`config.mk`:
```
export PLATFORM = sky130hd
export DESIGN_NAME = frame_pacing_queue_top_flat
export DESIGN_NICKNAME = d
export VERILOG_FILES = /design/src/hw/rtl/fpq_pkg.sv /design/src/hw/rtl/fpq_if.sv /design/src/hw/rtl/fpq_ctrl.sv /design/src/hw/rtl/fpq_datapath.sv /design/src/hw/rtl/frame_pacing_queue_top.sv /design/src/flat_wrapper.sv
export SDC_FILE = /design/constraint.sdc
export NUM_CORES = 2
export LEC_CHECK = 0
export BUFFER_PORTS_ARGS = -buffer_cell sky130_fd_sc_hd__buf_2
export CAP_MARGIN = 20
export CORE_UTILIZATION = 37
export DETAILED_ROUTE_END_ITERATION = 10
export GPL_TIMING_DRIVEN = 0
export HOLD_SLACK_MARGIN = 0.02
export SETUP_SLACK_MARGIN = 0.4
export SYNTH_ARGS = -nofsm -noshare
export SYNTH_HDL_FRONTEND = slang
export SYNTH_SLANG_ARGS = --single-unit
```
`constraint.sdc`:
```
create_clock -name clk -period 14.9 [get_ports clk]
set_clock_uncertainty 0.05 [all_clocks]
set_input_delay 2.98 -clock clk [delete_from_list [all_inputs] [get_ports clk]]
set_output_delay 2.98 -clock clk [all_outputs]
set_load 0.03 [all_outputs]
```
`src/hw/rtl/fpq_pkg.sv`:
```
`default_nettype none
package fpq_pkg;

	localparam int FRAME_W     = 32;
	localparam int TIME_W      = 48;
	localparam int AVG_W       = 56;
	localparam int BLEND_W     = 17;
	localparam int FRAC_BITS   = 8;
	localparam int DEPTH       = 4;
	localparam int PTR_W       = $clog2(DEPTH);
	localparam int CNT_W       = $clog2(DEPTH + 1);
	localparam int DIV_W       = 64;
	localparam int BLEND_STEPS = 16;
	localparam int AVG_STEPS   = 7;
	localparam int STEP_W      = $clog2(BLEND_STEPS + 1);
	localparam int REM_W       = 5;

	localparam logic [AVG_W-1:0]   AVG_MAX      = '1;
	localparam logic [AVG_W-1:0]   PERIOD_RESET = AVG_W'(4266667);
	localparam logic [BLEND_W-1:0] BLEND_ONE    = BLEND_W'(65536);

	typedef enum logic [1:0] {
		CMD_PUSH    = 2'd0,
		CMD_POP     = 2'd1,
		CMD_PRESENT = 2'd2,
		CMD_NONE    = 2'd3
	} cmd_t;

	typedef enum logic [2:0] {
		ST_IDLE,
		ST_GAP,
		ST_PREP,
		ST_BLOAD,
		ST_BDIV,
		ST_SUM,
		ST_ADIV,
		ST_OUT
	} state_t;

	typedef struct packed {
		logic capture;
		logic calc_gap;
		logic calc_prep;
		logic load_blend;
		logic div_step;
		logic avg_step;
		logic sum;
		logic commit;
	} ctl_cmd_t;

	typedef struct packed {
		logic blend_needed;
		logic avg_needed;
		logic div_last;
		logic out_taken;
	} ctl_status_t;

endpackage
`default_nettype wire

```
`src/hw/rtl/fpq_if.sv`:
```
`default_nettype none
interface fpq_in_if import fpq_pkg::*; ();
	logic               valid;
	logic               ready;
	logic [1:0]         command;
	logic [FRAME_W-1:0] frame_number;
	logic [TIME_W-1:0]  decode_time;
	logic [TIME_W-1:0]  target_time;
	logic [TIME_W-1:0]  observed_time;

	modport source (output valid, command, frame_number, decode_time, target_time,
		observed_time, input ready);
	modport sink (input valid, command, frame_number, decode_time, target_time,
		observed_time, output ready);
endinterface

interface fpq_out_if import fpq_pkg::*; ();
	logic               valid;
	logic               ready;
	logic               frame_valid;
	logic [FRAME_W-1:0] out_frame_number;
	logic [TIME_W-1:0]  out_decode_time;
	logic [TIME_W-1:0]  out_target_time;
	logic [BLEND_W-1:0] out_blend;
	logic [CNT_W-1:0]   fill_level;
	logic               dropped;
	logic [AVG_W-1:0]   mean_decode_gap;
	logic [AVG_W-1:0]   mean_jitter;
	logic [AVG_W-1:0]   period_estimate;

	modport source (output valid, frame_valid, out_frame_number, out_decode_time,
		out_target_time, out_blend, fill_level, dropped, mean_decode_gap, mean_jitter,
		period_estimate, input ready);
	modport sink (input valid, frame_valid, out_frame_number, out_decode_time,
		out_target_time, out_blend, fill_level, dropped, mean_decode_gap, mean_jitter,
		period_estimate, output ready);
endinterface
`default_nettype wire

```
`src/hw/rtl/fpq_ctrl.sv`:
```
`default_nettype none
module fpq_ctrl import fpq_pkg::*; (
	input  wire logic        clk,
	input  wire logic        arst_n,
	input  wire logic        in_valid,
	output logic             in_ready,
	input  wire ctl_status_t status,
	output ctl_cmd_t         cmd
);

	state_t state_q, state_nxt;

	always_ff @(posedge clk or negedge arst_n) begin
		if (!arst_n) begin
			state_q <= ST_IDLE;
		end else begin
			state_q <= state_nxt;
		end
	end

	always_comb begin
		state_nxt = state_q;
		case (state_q)
			ST_IDLE: begin
				if (in_valid) state_nxt = ST_GAP;
			end
			ST_GAP:   state_nxt = ST_PREP;
			ST_PREP:  state_nxt = ST_BLOAD;
			ST_BLOAD: state_nxt = status.blend_needed ? ST_BDIV : ST_SUM;
			ST_BDIV: begin
				if (status.div_last) state_nxt = ST_SUM;
			end
			ST_SUM:   state_nxt = status.avg_needed ? ST_ADIV : ST_OUT;
			ST_ADIV: begin
				if (status.div_last) state_nxt = ST_OUT;
			end
			ST_OUT: begin
				if (status.out_taken) state_nxt = ST_IDLE;
			end
			default:  state_nxt = ST_IDLE;
		endcase
	end

	// The commit pulse is issued on the way into the output state; the result
	// register then holds until the item is taken.
	always_comb begin
		cmd = '0;
		in_ready = 1'b0;
		case (state_q)
			ST_IDLE: begin
				in_ready = 1'b1;
				cmd.capture = in_valid;
			end
			ST_GAP:   cmd.calc_gap = 1'b1;
			ST_PREP:  cmd.calc_prep = 1'b1;
			ST_BLOAD: cmd.load_blend = status.blend_needed;
			ST_BDIV:  cmd.div_step = 1'b1;
			ST_SUM: begin
				cmd.sum = 1'b1;
				cmd.commit = !status.avg_needed;
			end
			ST_ADIV: begin
				cmd.avg_step = 1'b1;
				cmd.commit = status.div_last;
			end
			ST_OUT: ;
			default: ;
		endcase
	end

endmodule
`default_nettype wire

```
`src/hw/rtl/fpq_datapath.sv`:
```
`default_nettype none
module fpq_datapath import fpq_pkg::*; (
	input  wire logic               clk,
	input  wire logic               arst_n,
	input  wire ctl_cmd_t           cmd,
	output ctl_status_t             status,
	input  wire logic [1:0]         in_command,
	input  wire logic [FRAME_W-1:0] in_frame_number,
	input  wire logic [TIME_W-1:0]  in_decode_time,
	input  wire logic [TIME_W-1:0]  in_target_time,
	input  wire logic [TIME_W-1:0]  in_observed_time,
	fpq_out_if.source               out_ch
);

	typedef struct packed {
		logic [FRAME_W-1:0] frame_number;
		logic [TIME_W-1:0]  decode_time;
		logic [TIME_W-1:0]  target_time;
		logic [BLEND_W-1:0] blend;
	} entry_t;

	function automatic logic [AVG_W-1:0] to_q8(input logic [TIME_W-1:0] us);
		logic [TIME_W+FRAC_BITS-1:0] wide;
		wide = {us, FRAC_BITS'(0)};
		if (us > TIME_W'(AVG_MAX >> FRAC_BITS)) return AVG_MAX;
		return AVG_W'(wide);
	endfunction

	function automatic logic [TIME_W-1:0] gap_of(input logic [TIME_W-1:0] now,
		input logic [TIME_W-1:0] prev);
		return (now > prev) ? now - prev : '0;
	endfunction

	entry_t mem [DEPTH];
	entry_t rd_q;

	cmd_t               cmd_q;
	logic [FRAME_W-1:0] frame_q;
	logic [TIME_W-1:0]  dec_q, tgt_q, obs_q;
	logic [TIME_W-1:0]  bgap_q, agap_q;
	logic [AVG_W-1:0]   x_q;
	logic               blend_needed_q, avg_needed_q;
	logic [BLEND_W-1:0] blend_w_q;

	logic [PTR_W-1:0]   head_q;
	logic [CNT_W-1:0]   count_q;
	logic [TIME_W-1:0]  last_dec_q, last_pres_q;
	logic [AVG_W-1:0]   dec_avg_q, jit_avg_q, period_q;
	logic               out_valid_q;

	logic [AVG_W-1:0]       rem_q;
	logic [BLEND_STEPS-1:0] quo_q;
	logic [DIV_W-1:0]       n_q, est_q;
	logic [REM_W-1:0]       r_q;
	logic [STEP_W-1:0]      div_cnt_q;

	logic [PTR_W-1:0]   rd_addr, wr_addr;
	logic [PTR_W-1:0]   head_after;
	logic [CNT_W-1:0]   count_after;
	logic               drop_w, valid_w;
	logic [AVG_W:0]     trial;
	logic               trial_ge;
	logic [AVG_W-1:0]   avg_sel, avg_res, bq8, g8, x_w;
	logic [DIV_W-1:0]   sum_w, q_fin;
	logic               is_present;

	assign rd_addr = (cmd_t'(in_command) == CMD_PUSH)
		? PTR_W'(CNT_W'(head_q) + count_q - CNT_W'(1)) : head_q;
	assign wr_addr = PTR_W'(CNT_W'(head_q) + count_q);

	always_ff @(posedge clk) begin
		if (cmd.commit && cmd_q == CMD_PUSH) begin
			mem[wr_addr] <= '{frame_number: frame_q, decode_time: dec_q,
				target_time: tgt_q, blend: blend_w_q};
		end
		if (cmd.capture) rd_q <= mem[rd_addr];
	end

	// Restoring divider for the blend weight, one quotient bit per step.
	assign trial    = {rem_q, 1'b0};
	assign trial_ge = trial >= {1'b0, period_q};

	assign bq8 = to_q8(bgap_q);
	assign g8  = to_q8(agap_q);
	assign x_w = (cmd_q == CMD_POP)
		? ((g8 > period_q) ? g8 - period_q : period_q - g8) : g8;

	assign is_present = (cmd_q == CMD_PRESENT);
	always_comb begin
		case (cmd_q)
			CMD_POP:     avg_sel = jit_avg_q;
			CMD_PRESENT: avg_sel = period_q;
			default:     avg_sel = dec_avg_q;
		endcase
	end
	// 19*avg + x + 10 for the period, 9*avg + x + 5 otherwise.
	assign sum_w = is_present
		? (DIV_W'(avg_sel) << 4) + (DIV_W'(avg_sel) << 1) + DIV_W'(avg_sel)
			+ DIV_W'(x_q) + DIV_W'(10)
		: (DIV_W'(avg_sel) << 3) + DIV_W'(avg_sel) + DIV_W'(x_q) + DIV_W'(5);

	// The estimate of n/10 is never high and at most one low, which the
	// remainder check corrects.
	assign q_fin   = est_q + DIV_W'(r_q > REM_W'(9));
	assign avg_res = (q_fin > DIV_W'(AVG_MAX)) ? AVG_MAX : AVG_W'(q_fin);

	always_comb begin
		head_after  = head_q;
		count_after = count_q;
		drop_w      = 1'b0;
		valid_w     = 1'b0;
		case (cmd_q)
			CMD_PUSH: begin
				if (count_q == CNT_W'(DEPTH)) begin
					head_after = head_q + PTR_W'(1);
					drop_w     = 1'b1;
				end else begin
					count_after = count_q + CNT_W'(1);
				end
			end
			CMD_POP: begin
				if (count_q != '0) begin
					valid_w     = 1'b1;
					head_after  = head_q + PTR_W'(1);
					count_after = count_q - CNT_W'(1);
				end
			end
			default: ;
		endcase
	end

	always_ff @(posedge clk or negedge arst_n) begin
		if (!arst_n) begin
			head_q      <= '0;
			count_q     <= '0;
			last_dec_q  <= '0;
			last_pres_q <= '0;
			dec_avg_q   <= '0;
			jit_avg_q   <= '0;
			period_q    <= PERIOD_RESET;
			out_valid_q <= 1'b0;
			div_cnt_q   <= '0;
		end else begin
			if (cmd.load_blend) div_cnt_q <= STEP_W'(BLEND_STEPS);
			else if (cmd.sum && avg_needed_q) div_cnt_q <= STEP_W'(AVG_STEPS);
			else if ((cmd.div_step || cmd.avg_step) && div_cnt_q != '0)
				div_cnt_q <= div_cnt_q - STEP_W'(1);

			if (cmd.commit) begin
				head_q      <= head_after;
				count_q     <= count_after;
				out_valid_q <= 1'b1;
				case (cmd_q)
					CMD_PUSH: begin
						last_dec_q <= dec_q;
						if (avg_needed_q) dec_avg_q <= avg_res;
					end
					CMD_POP: begin
						if (count_q != '0) last_pres_q <= rd_q.target_time;
						if (avg_needed_q) jit_avg_q <= avg_res;
					end
					CMD_PRESENT: begin
						if (avg_needed_q) period_q <= avg_res;
					end
					default: ;
				endcase
			end else if (out_valid_q && out_ch.ready) begin
				out_valid_q <= 1'b0;
			end
		end
	end

	logic               o_frame_valid_q, o_dropped_q;
	logic [FRAME_W-1:0] o_frame_q;
	logic [TIME_W-1:0]  o_dec_q, o_tgt_q;
	logic [BLEND_W-1:0] o_blend_q;
	logic [CNT_W-1:0]   o_fill_q;
	logic [AVG_W-1:0]   o_dec_avg_q, o_jit_q, o_period_q;

	always_ff @(posedge clk) begin
		if (cmd.capture) begin
			cmd_q   <= cmd_t'(in_command);
			frame_q <= in_frame_number;
			dec_q   <= in_decode_time;
			tgt_q   <= in_target_time;
			obs_q   <= in_observed_time;
		end
		if (cmd.calc_gap) begin
			bgap_q <= gap_of(tgt_q, rd_q.target_time);
			case (cmd_q)
				CMD_POP:     agap_q <= gap_of(rd_q.target_time, last_pres_q);
				CMD_PRESENT: agap_q <= gap_of(obs_q, last_pres_q);
				default:     agap_q <= gap_of(dec_q, last_dec_q);
			endcase
		end
		if (cmd.calc_prep) begin
			x_q       <= x_w;
			blend_w_q <= BLEND_ONE;
			blend_needed_q <= (cmd_q == CMD_PUSH) && (count_q != '0)
				&& (period_q != '0) && (bq8 < period_q);
			case (cmd_q)
				CMD_PUSH:    avg_needed_q <= (last_dec_q != '0);
				CMD_POP:     avg_needed_q <= (count_q != '0) && (last_pres_q != '0);
				CMD_PRESENT: avg_needed_q <= (last_pres_q != '0) && (obs_q > last_pres_q);
				default:     avg_needed_q <= 1'b0;
			endcase
		end
		if (cmd.load_blend) begin
			rem_q <= bq8;
			quo_q <= '0;
		end else if (cmd.sum) begin
			if (blend_needed_q) blend_w_q <= {1'b0, quo_q};
			// A division by 20 is a halving followed by a division by 10.
			n_q <= is_present ? (sum_w >> 1) : sum_w;
		end else if (cmd.div_step) begin
			rem_q <= trial_ge ? AVG_W'(trial - {1'b0, period_q}) : AVG_W'(trial);
			quo_q <= {quo_q[BLEND_STEPS-2:0], trial_ge};
		end
		// Division by 10 as a multiply by 0.8 built from shifts and adds,
		// one term per cycle, then a shift by three and a remainder check.
		if (cmd.avg_step) begin
			case (div_cnt_q)
				STEP_W'(AVG_STEPS):     est_q <= (n_q >> 1) + (n_q >> 2);
				STEP_W'(AVG_STEPS - 1): est_q <= est_q + (est_q >> 4);
				STEP_W'(AVG_STEPS - 2): est_q <= est_q + (est_q >> 8);
				STEP_W'(AVG_STEPS - 3): est_q <= est_q + (est_q >> 16);
				STEP_W'(AVG_STEPS - 4): est_q <= (est_q + (est_q >> 32)) >> 3;
				STEP_W'(AVG_STEPS - 5):
					r_q <= REM_W'(n_q - ((est_q << 3) + (est_q << 1)));
				default: ;
			endcase
		end
		if (cmd.commit) begin
			o_frame_valid_q <= valid_w;
			o_frame_q       <= valid_w ? rd_q.frame_number : '0;
			o_dec_q         <= valid_w ? rd_q.decode_time : '0;
			o_tgt_q         <= valid_w ? rd_q.target_time : '0;
			o_blend_q       <= valid_w ? rd_q.blend : '0;
			o_fill_q        <= count_after;
			o_dropped_q     <= drop_w;
			o_dec_avg_q     <= (cmd_q == CMD_PUSH && avg_needed_q) ? avg_res : dec_avg_q;
			o_jit_q         <= (cmd_q == CMD_POP && avg_needed_q) ? avg_res : jit_avg_q;
			o_period_q      <= (is_present && avg_needed_q) ? avg_res : period_q;
		end
	end

	assign status = '{blend_needed: blend_needed_q, avg_needed: avg_needed_q,
		div_last: (div_cnt_q == STEP_W'(1)), out_taken: (out_valid_q && out_ch.ready)};

	assign out_ch.valid            = out_valid_q;
	assign out_ch.frame_valid      = o_frame_valid_q;
	assign out_ch.out_frame_number = o_frame_q;
	assign out_ch.out_decode_time  = o_dec_q;
	assign out_ch.out_target_time  = o_tgt_q;
	assign out_ch.out_blend        = o_blend_q;
	assign out_ch.fill_level       = o_fill_q;
	assign out_ch.dropped          = o_dropped_q;
	assign out_ch.mean_decode_gap  = o_dec_avg_q;
	assign out_ch.mean_jitter      = o_jit_q;
	assign out_ch.period_estimate  = o_period_q;

endmodule
`default_nettype wire

```
`src/hw/rtl/frame_pacing_queue_top.sv`:
```
`default_nettype none
// Four-entry frame timing queue that drops its oldest entry on overflow and keeps
// running averages of decode interval, present jitter and display period (Q8
// microseconds). Items are handled one at a time; before its result is valid, a
// push may compute a blend weight and a push, pop or present may update one
// average. The blend weight comes from a restoring divider that produces one
// quotient bit per cycle (16 steps); an average uses shift-and-add division by
// ten. The next item is accepted in the cycle after the result has been taken.
module frame_pacing_queue_top import fpq_pkg::*; (
	input  wire logic clk,
	input  wire logic arst_n,
	fpq_in_if.sink    in_ch,
	fpq_out_if.source out_ch
);

	ctl_cmd_t    ctl_cmd;
	ctl_status_t ctl_status;
	logic        ctl_ready;

	assign in_ch.ready = ctl_ready;

	fpq_ctrl u_ctrl (
		.clk      (clk),
		.arst_n   (arst_n),
		.in_valid (in_ch.valid),
		.in_ready (ctl_ready),
		.status   (ctl_status),
		.cmd      (ctl_cmd)
	);

	fpq_datapath u_dp (
		.clk              (clk),
		.arst_n           (arst_n),
		.cmd              (ctl_cmd),
		.status           (ctl_status),
		.in_command       (in_ch.command),
		.in_frame_number  (in_ch.frame_number),
		.in_decode_time   (in_ch.decode_time),
		.in_target_time   (in_ch.target_time),
		.in_observed_time (in_ch.observed_time),
		.out_ch           (out_ch)
	);

	// Only one item is in flight, so input and output are never open together.
	a_one_in_flight: assert property (@(posedge clk) disable iff (!arst_n)
		!(in_ch.ready && out_ch.valid))
		else $error("input ready while a result is pending");

	a_fill_bound: assert property (@(posedge clk) disable iff (!arst_n)
		out_ch.valid |-> out_ch.fill_level <= CNT_W'(DEPTH))
		else $error("fill level above queue depth");

	a_drop_full: assert property (@(posedge clk) disable iff (!arst_n)
		(out_ch.valid && out_ch.dropped) |-> (out_ch.fill_level == CNT_W'(DEPTH)
			&& !out_ch.frame_valid))
		else $error("drop reported without a full queue");

	a_accept_starts: assert property (@(posedge clk) disable iff (!arst_n)
		(in_ch.valid && in_ch.ready) |=> !in_ch.ready)
		else $error("input still ready after accepting an item");

endmodule
`default_nettype wire

```
`src/flat_wrapper.sv`:
```
// flat-port wrapper written by rule: the top's interface ports become plain ports
module frame_pacing_queue_top_flat import fpq_pkg::*;
  (clk, arst_n, in_ch_valid, in_ch_command, in_ch_frame_number, in_ch_decode_time, in_ch_target_time, in_ch_observed_time, in_ch_ready, out_ch_valid, out_ch_frame_valid, out_ch_out_frame_number, out_ch_out_decode_time, out_ch_out_target_time, out_ch_out_blend, out_ch_fill_level, out_ch_dropped, out_ch_mean_decode_gap, out_ch_mean_jitter, out_ch_period_estimate, out_ch_ready);
  fpq_in_if in_ch_i ();
  fpq_out_if out_ch_i ();
  input  wire logic clk;
  input  wire logic arst_n;
  input wire logic [$bits(in_ch_i.valid)-1:0] in_ch_valid;
  input wire logic [$bits(in_ch_i.command)-1:0] in_ch_command;
  input wire logic [$bits(in_ch_i.frame_number)-1:0] in_ch_frame_number;
  input wire logic [$bits(in_ch_i.decode_time)-1:0] in_ch_decode_time;
  input wire logic [$bits(in_ch_i.target_time)-1:0] in_ch_target_time;
  input wire logic [$bits(in_ch_i.observed_time)-1:0] in_ch_observed_time;
  output wire logic [$bits(in_ch_i.ready)-1:0] in_ch_ready;
  output wire logic [$bits(out_ch_i.valid)-1:0] out_ch_valid;
  output wire logic [$bits(out_ch_i.frame_valid)-1:0] out_ch_frame_valid;
  output wire logic [$bits(out_ch_i.out_frame_number)-1:0] out_ch_out_frame_number;
  output wire logic [$bits(out_ch_i.out_decode_time)-1:0] out_ch_out_decode_time;
  output wire logic [$bits(out_ch_i.out_target_time)-1:0] out_ch_out_target_time;
  output wire logic [$bits(out_ch_i.out_blend)-1:0] out_ch_out_blend;
  output wire logic [$bits(out_ch_i.fill_level)-1:0] out_ch_fill_level;
  output wire logic [$bits(out_ch_i.dropped)-1:0] out_ch_dropped;
  output wire logic [$bits(out_ch_i.mean_decode_gap)-1:0] out_ch_mean_decode_gap;
  output wire logic [$bits(out_ch_i.mean_jitter)-1:0] out_ch_mean_jitter;
  output wire logic [$bits(out_ch_i.period_estimate)-1:0] out_ch_period_estimate;
  input wire logic [$bits(out_ch_i.ready)-1:0] out_ch_ready;
  assign in_ch_i.valid = in_ch_valid;
  assign in_ch_i.command = in_ch_command;
  assign in_ch_i.frame_number = in_ch_frame_number;
  assign in_ch_i.decode_time = in_ch_decode_time;
  assign in_ch_i.target_time = in_ch_target_time;
  assign in_ch_i.observed_time = in_ch_observed_time;
  assign in_ch_ready = in_ch_i.ready;
  assign out_ch_valid = out_ch_i.valid;
  assign out_ch_frame_valid = out_ch_i.frame_valid;
  assign out_ch_out_frame_number = out_ch_i.out_frame_number;
  assign out_ch_out_decode_time = out_ch_i.out_decode_time;
  assign out_ch_out_target_time = out_ch_i.out_target_time;
  assign out_ch_out_blend = out_ch_i.out_blend;
  assign out_ch_fill_level = out_ch_i.fill_level;
  assign out_ch_dropped = out_ch_i.dropped;
  assign out_ch_mean_decode_gap = out_ch_i.mean_decode_gap;
  assign out_ch_mean_jitter = out_ch_i.mean_jitter;
  assign out_ch_period_estimate = out_ch_i.period_estimate;
  assign out_ch_i.ready = out_ch_ready;
  frame_pacing_queue_top u_core (.clk(clk), .arst_n(arst_n), .in_ch(in_ch_i), .out_ch(out_ch_i));
endmodule
```
==> run summary <==
Status -> finished, final reports clean
Post-Syn Area -> 0.115 sq mm
# fillers -> 29800
Vias -> 93800
Overall die area -> 0.312 sq mm
Top cell type by total area after synthesis -> edfxtp_1
Synth top area cells -> edfxtp_1 41%, ha_1 8.0%, dfrtp_1 5.9%
HP Class -> reg2reg
CP Launch Type -> register
Total CTS buffers -> 213
Worst Path Arrival -> 10.50 ns
CTS tree -> yes
Hold Vio Cnt, Final -> 0
Critical Path Source -> u_core.u_dp.cmd_q[1]$_DFFE_PP_
Post-route ant nets -> 0
Setup TNS -> 0 ns
Area delta synth->final -> 14.2%
Total global routing track utilization -> 27.0%
Yosys cell types -> 102
Minimum clock period -> 9.99 ns
Post-synthesis adder-cell area fraction -> 10.5%
DRC violations left -> 0
Post-synthesis mux area share -> 0.839%
R2R cell count -> 26
Total Wirelength -> 434000 um
Ys Warns -> 0
DR iter-0 viols -> 9545
CP max FO -> 10
Required time worst endpoint -> 15.42 ns
Pwr/cell area -> 86.2 mW/mm^2
Setup crit end kind -> register
Nets -> 13300
Register bit total from synthesis -> 1871
RSZ-0062 raised after global routing -> false
Worst Tran Pin Value -> 1.31 ns
# IOs -> 502
Clock latency on the worst-skew pair -> 0.96 ns
CTS Buffer Depth -> 4
Synth top area share -> 40.9%
Post-CTS setup buffer count -> 0
Tcrit/Tclk final -> 67.0%
CTS Hold Bufs -> 0
I/O Buffers -> 501
GRT overflow -> 0
Setup crit end -> u_core.u_dp.n_q[59]$_DFFE_PP_
Post-CTS Resized -> 0
Vias in the first global route -> 89500
R2R Path End -> u_core.u_dp.n_q[59]$_DFFE_PP_
# H-tree levels -> 4
Gpl congestion -> 1.01
Utilization after layout -> 42.6%
Vias per Instance -> 5.68
Setup WS post-layout -> 4.91 ns
Post-synthesis xor/xnor area fraction -> 4.71%
# Max-Cap Violations -> 0
First-pass GRT wire length -> 612000 um
Core Rows -> 203
Initial Util -> 37.3%
Fmax -> 0.100 GHz
Slew margin rel. -> 11.9%
Drt wl/cell -> 26.3 um
Simple-gate share of the synthesized area -> 13.2%
Clock Sinks -> 1871
Ratio of cells with drive above 1 in the final layout -> 9.29%
Internal reg-to-reg setup slack -> 4.91 ns
Worst Setup Path Type -> reg2reg
Pin count of the biggest net entering global routing -> 110
Root Driver -> clkbuf_16
Synth Instances -> 11400
Antenna violations before repair -> 32
Compound-Gate Fraction of Synth Area -> 18.4%
DP HPWL -> 347000 um
Largest family of logic cells by synthesized area -> compound AO/OA/AOI/OAI gates
Vert. Die Dim -> 558 um
Async set or reset register ratio after synthesis -> 14.9%
Avg Inst Size Synth -> 10.0 sq um
Slew Limit Fails -> 0
Final Power -> 11.3 mW
Number of enable flip-flop cells after synthesis -> 1560
Die width -> 558 um
Register area share after synthesis -> 47.6%
Clock-pin slew on the worst setup and hold paths -> 0.06 ns
VDD IR-drop max -> 0.116 mV
Drt pass-1 iters -> 6
Dpl ws -> 5.17 ns
Ys flop type -> edfxtp_1
RR Startpoint -> u_core.u_dp.cmd_q[1]$_DFFE_PP_
Core ar. -> 0.307 sq mm
Final setup vio count -> 0
Leak -> 51.9 nW
per-stage QoR:
stage                     hold WS [ns]  cells  area, sq um
after floorplan                  0.376  11400       115000
after global placement           0.403  16000       122000
after detailed placement         0.396  16100       123000
after CTS                        0.410  16500       131000
after global routing             0.427  16500       131000
final                            0.418  16500       131000
layout make-up:
cell class	instances	area, sq um	share of cell area (%)
tap	4100	5130	3.92
sequential	1871	54500	41.7
buffer	630	2590	1.98
timing repair buffer	564	3660	2.80
clock buffer	267	5740	4.39
multi-input combinational	8192	54800	41.9
clock inverter	133	1530	1.17
inverter	747	2810	2.15
antenna	11	27.5	0.0211
cell usage in the layout (no fill, tap or decap), types with 189 or more instances in the layout:
| master | instances |
|---|---|
| edfxtp_1 | 1560 |
| nand2_1 | 1101 |
| a21oi_1 | 1068 |
| nor2_1 | 972 |
| inv_1 | 741 |
| ha_1 | 730 |
| clkbuf_1 | 566 |
| o21ai_0 | 542 |
| buf_2 | 538 |
| xnor2_1 | 368 |
| a21o_1 | 367 |
| a31oi_1 | 361 |
| dfrtp_1 | 268 |
| xor2_1 | 248 |
| a211oi_1 | 221 |
| clkbuf_16 | 216 |
| and2_1 | 189 |
registers in the layout, indices dropped and copies added, names as in the netlist, 61 cells and up:
register and flops:
u_core.u_dp.rd_q 145, u_core.u_dp.n_q 61, u_core.u_dp.est_q 64, u_core.u_dp.mem 580
worst max-delay path: stages (launching register included):
cell and delay (ns):
edfxtp_1 0.45, inv_1 0.12, ha_1 0.15, clkbuf_2 0.57, clkbuf_1 0.52, buf_8 0.25
clkbuf_2 0.46, buf_1 0.92, a22oi_1 0.17, a21oi_1 0.77, ha_1 0.40, a21o_1 0.17
ha_1 0.29, xnor2_1 0.20, fa_1 0.50, a211oi_1 0.28, nor2_1 0.12, a21oi_1 0.19
a21oi_1 0.25, o311ai_0 0.88, a21oi_1 0.34, a31o_2 0.36, a31oi_1 0.31, o21ai_0 0.22
a221o_1 0.43, nand3_1 0.10, a31oi_1 0.13
routing by layer:
| layer | track usage, % | vias to the layer above | part of all wire [%] |
|---|---|---|---|
| met2 | 44.0 | 3960 | 46 |
| li1 | - | 43300 | - |
| met5 | 0 | - | 0.0028 |
| met3 | 3.48 | 783 | 7.0 |
| met4 | 15.1 | 2 | 6.4 |
| met1 | 34.5 | 45700 | 41 |
synth_stat cells, types with 27 or more instances:
cell      instances
xnor2_1         368
o21bai_1         99
fa_1            145
a211oi_1        221
a221oi_1         27
mux2i_1          33
a21o_1          367
a22oi_1         145
nor2_1          972
xor2_1          248
nand2b_1         56
o221ai_1         43
buf_1            30
clkbuf_1        540
a21oi_1        1069
nand4_1         171
o21ai_0         542
o211ai_1         51
ha_1            730
dfxtp_1          33
nor4_1           65
or3_1            46
a21boi_0         27
inv_1           745
nand2_1        1101
o22ai_1          44
and3_1          192
and2_1          190
dfrtp_1         268
mux2_2           56
edfxtp_1       1560
a31oi_1         361
nor2b_1          68
buf_2            33
o21a_1           72
o31ai_1          36
nor3_1          109
nand3_1         153
worst min path at each step:
| stage | start | endpoint | slack, ns | depth (start not counted) |
|---|---|---|---|---|
| floorplan | u_core.u_dp.quo_q[15]$_SDFFE_PP0P_ | u_core.u_dp.blend_w_q[15]$_DFF_P_ | 0.38 | 2 |
| global placement | u_core.u_dp.quo_q[15]$_SDFFE_PP0P_ | u_core.u_dp.blend_w_q[15]$_DFF_P_ | 0.40 | 2 |
| detailed placement | u_core.u_dp.quo_q[15]$_SDFFE_PP0P_ | u_core.u_dp.blend_w_q[15]$_DFF_P_ | 0.40 | 2 |
| CTS | u_core.u_dp.quo_q[9]$_SDFFE_PP0P_ | u_core.u_dp.blend_w_q[9]$_DFF_P_ | 0.41 | 2 |
| global route | u_core.u_dp.quo_q[9]$_SDFFE_PP0P_ | u_core.u_dp.blend_w_q[9]$_DFF_P_ | 0.43 | 2 |
| finish | u_core.u_dp.quo_q[9]$_SDFFE_PP0P_ | u_core.u_dp.blend_w_q[9]$_DFF_P_ | 0.42 | 2 |
cells by family after synthesis:
logic type,count (synthesis)
other,2
AO/OA/AOI/OAI,3353
multiplexers,89
AND/OR/NAND/NOR,3244
flip-flops,1871
adder cells (fa/ha/maj),875
buffers and inverters,1377
XOR/XNOR,616
power by group:
part | switching, mW | total, mW | internal [mW]
Clock | 2.33 | 5.49 | 3.16
Sequential | 0.00000000000000000893 | 5.61 | 5.61
Combinational | 0.119 | 0.171 | 0.0526
(Power assumes the default switching activity.)
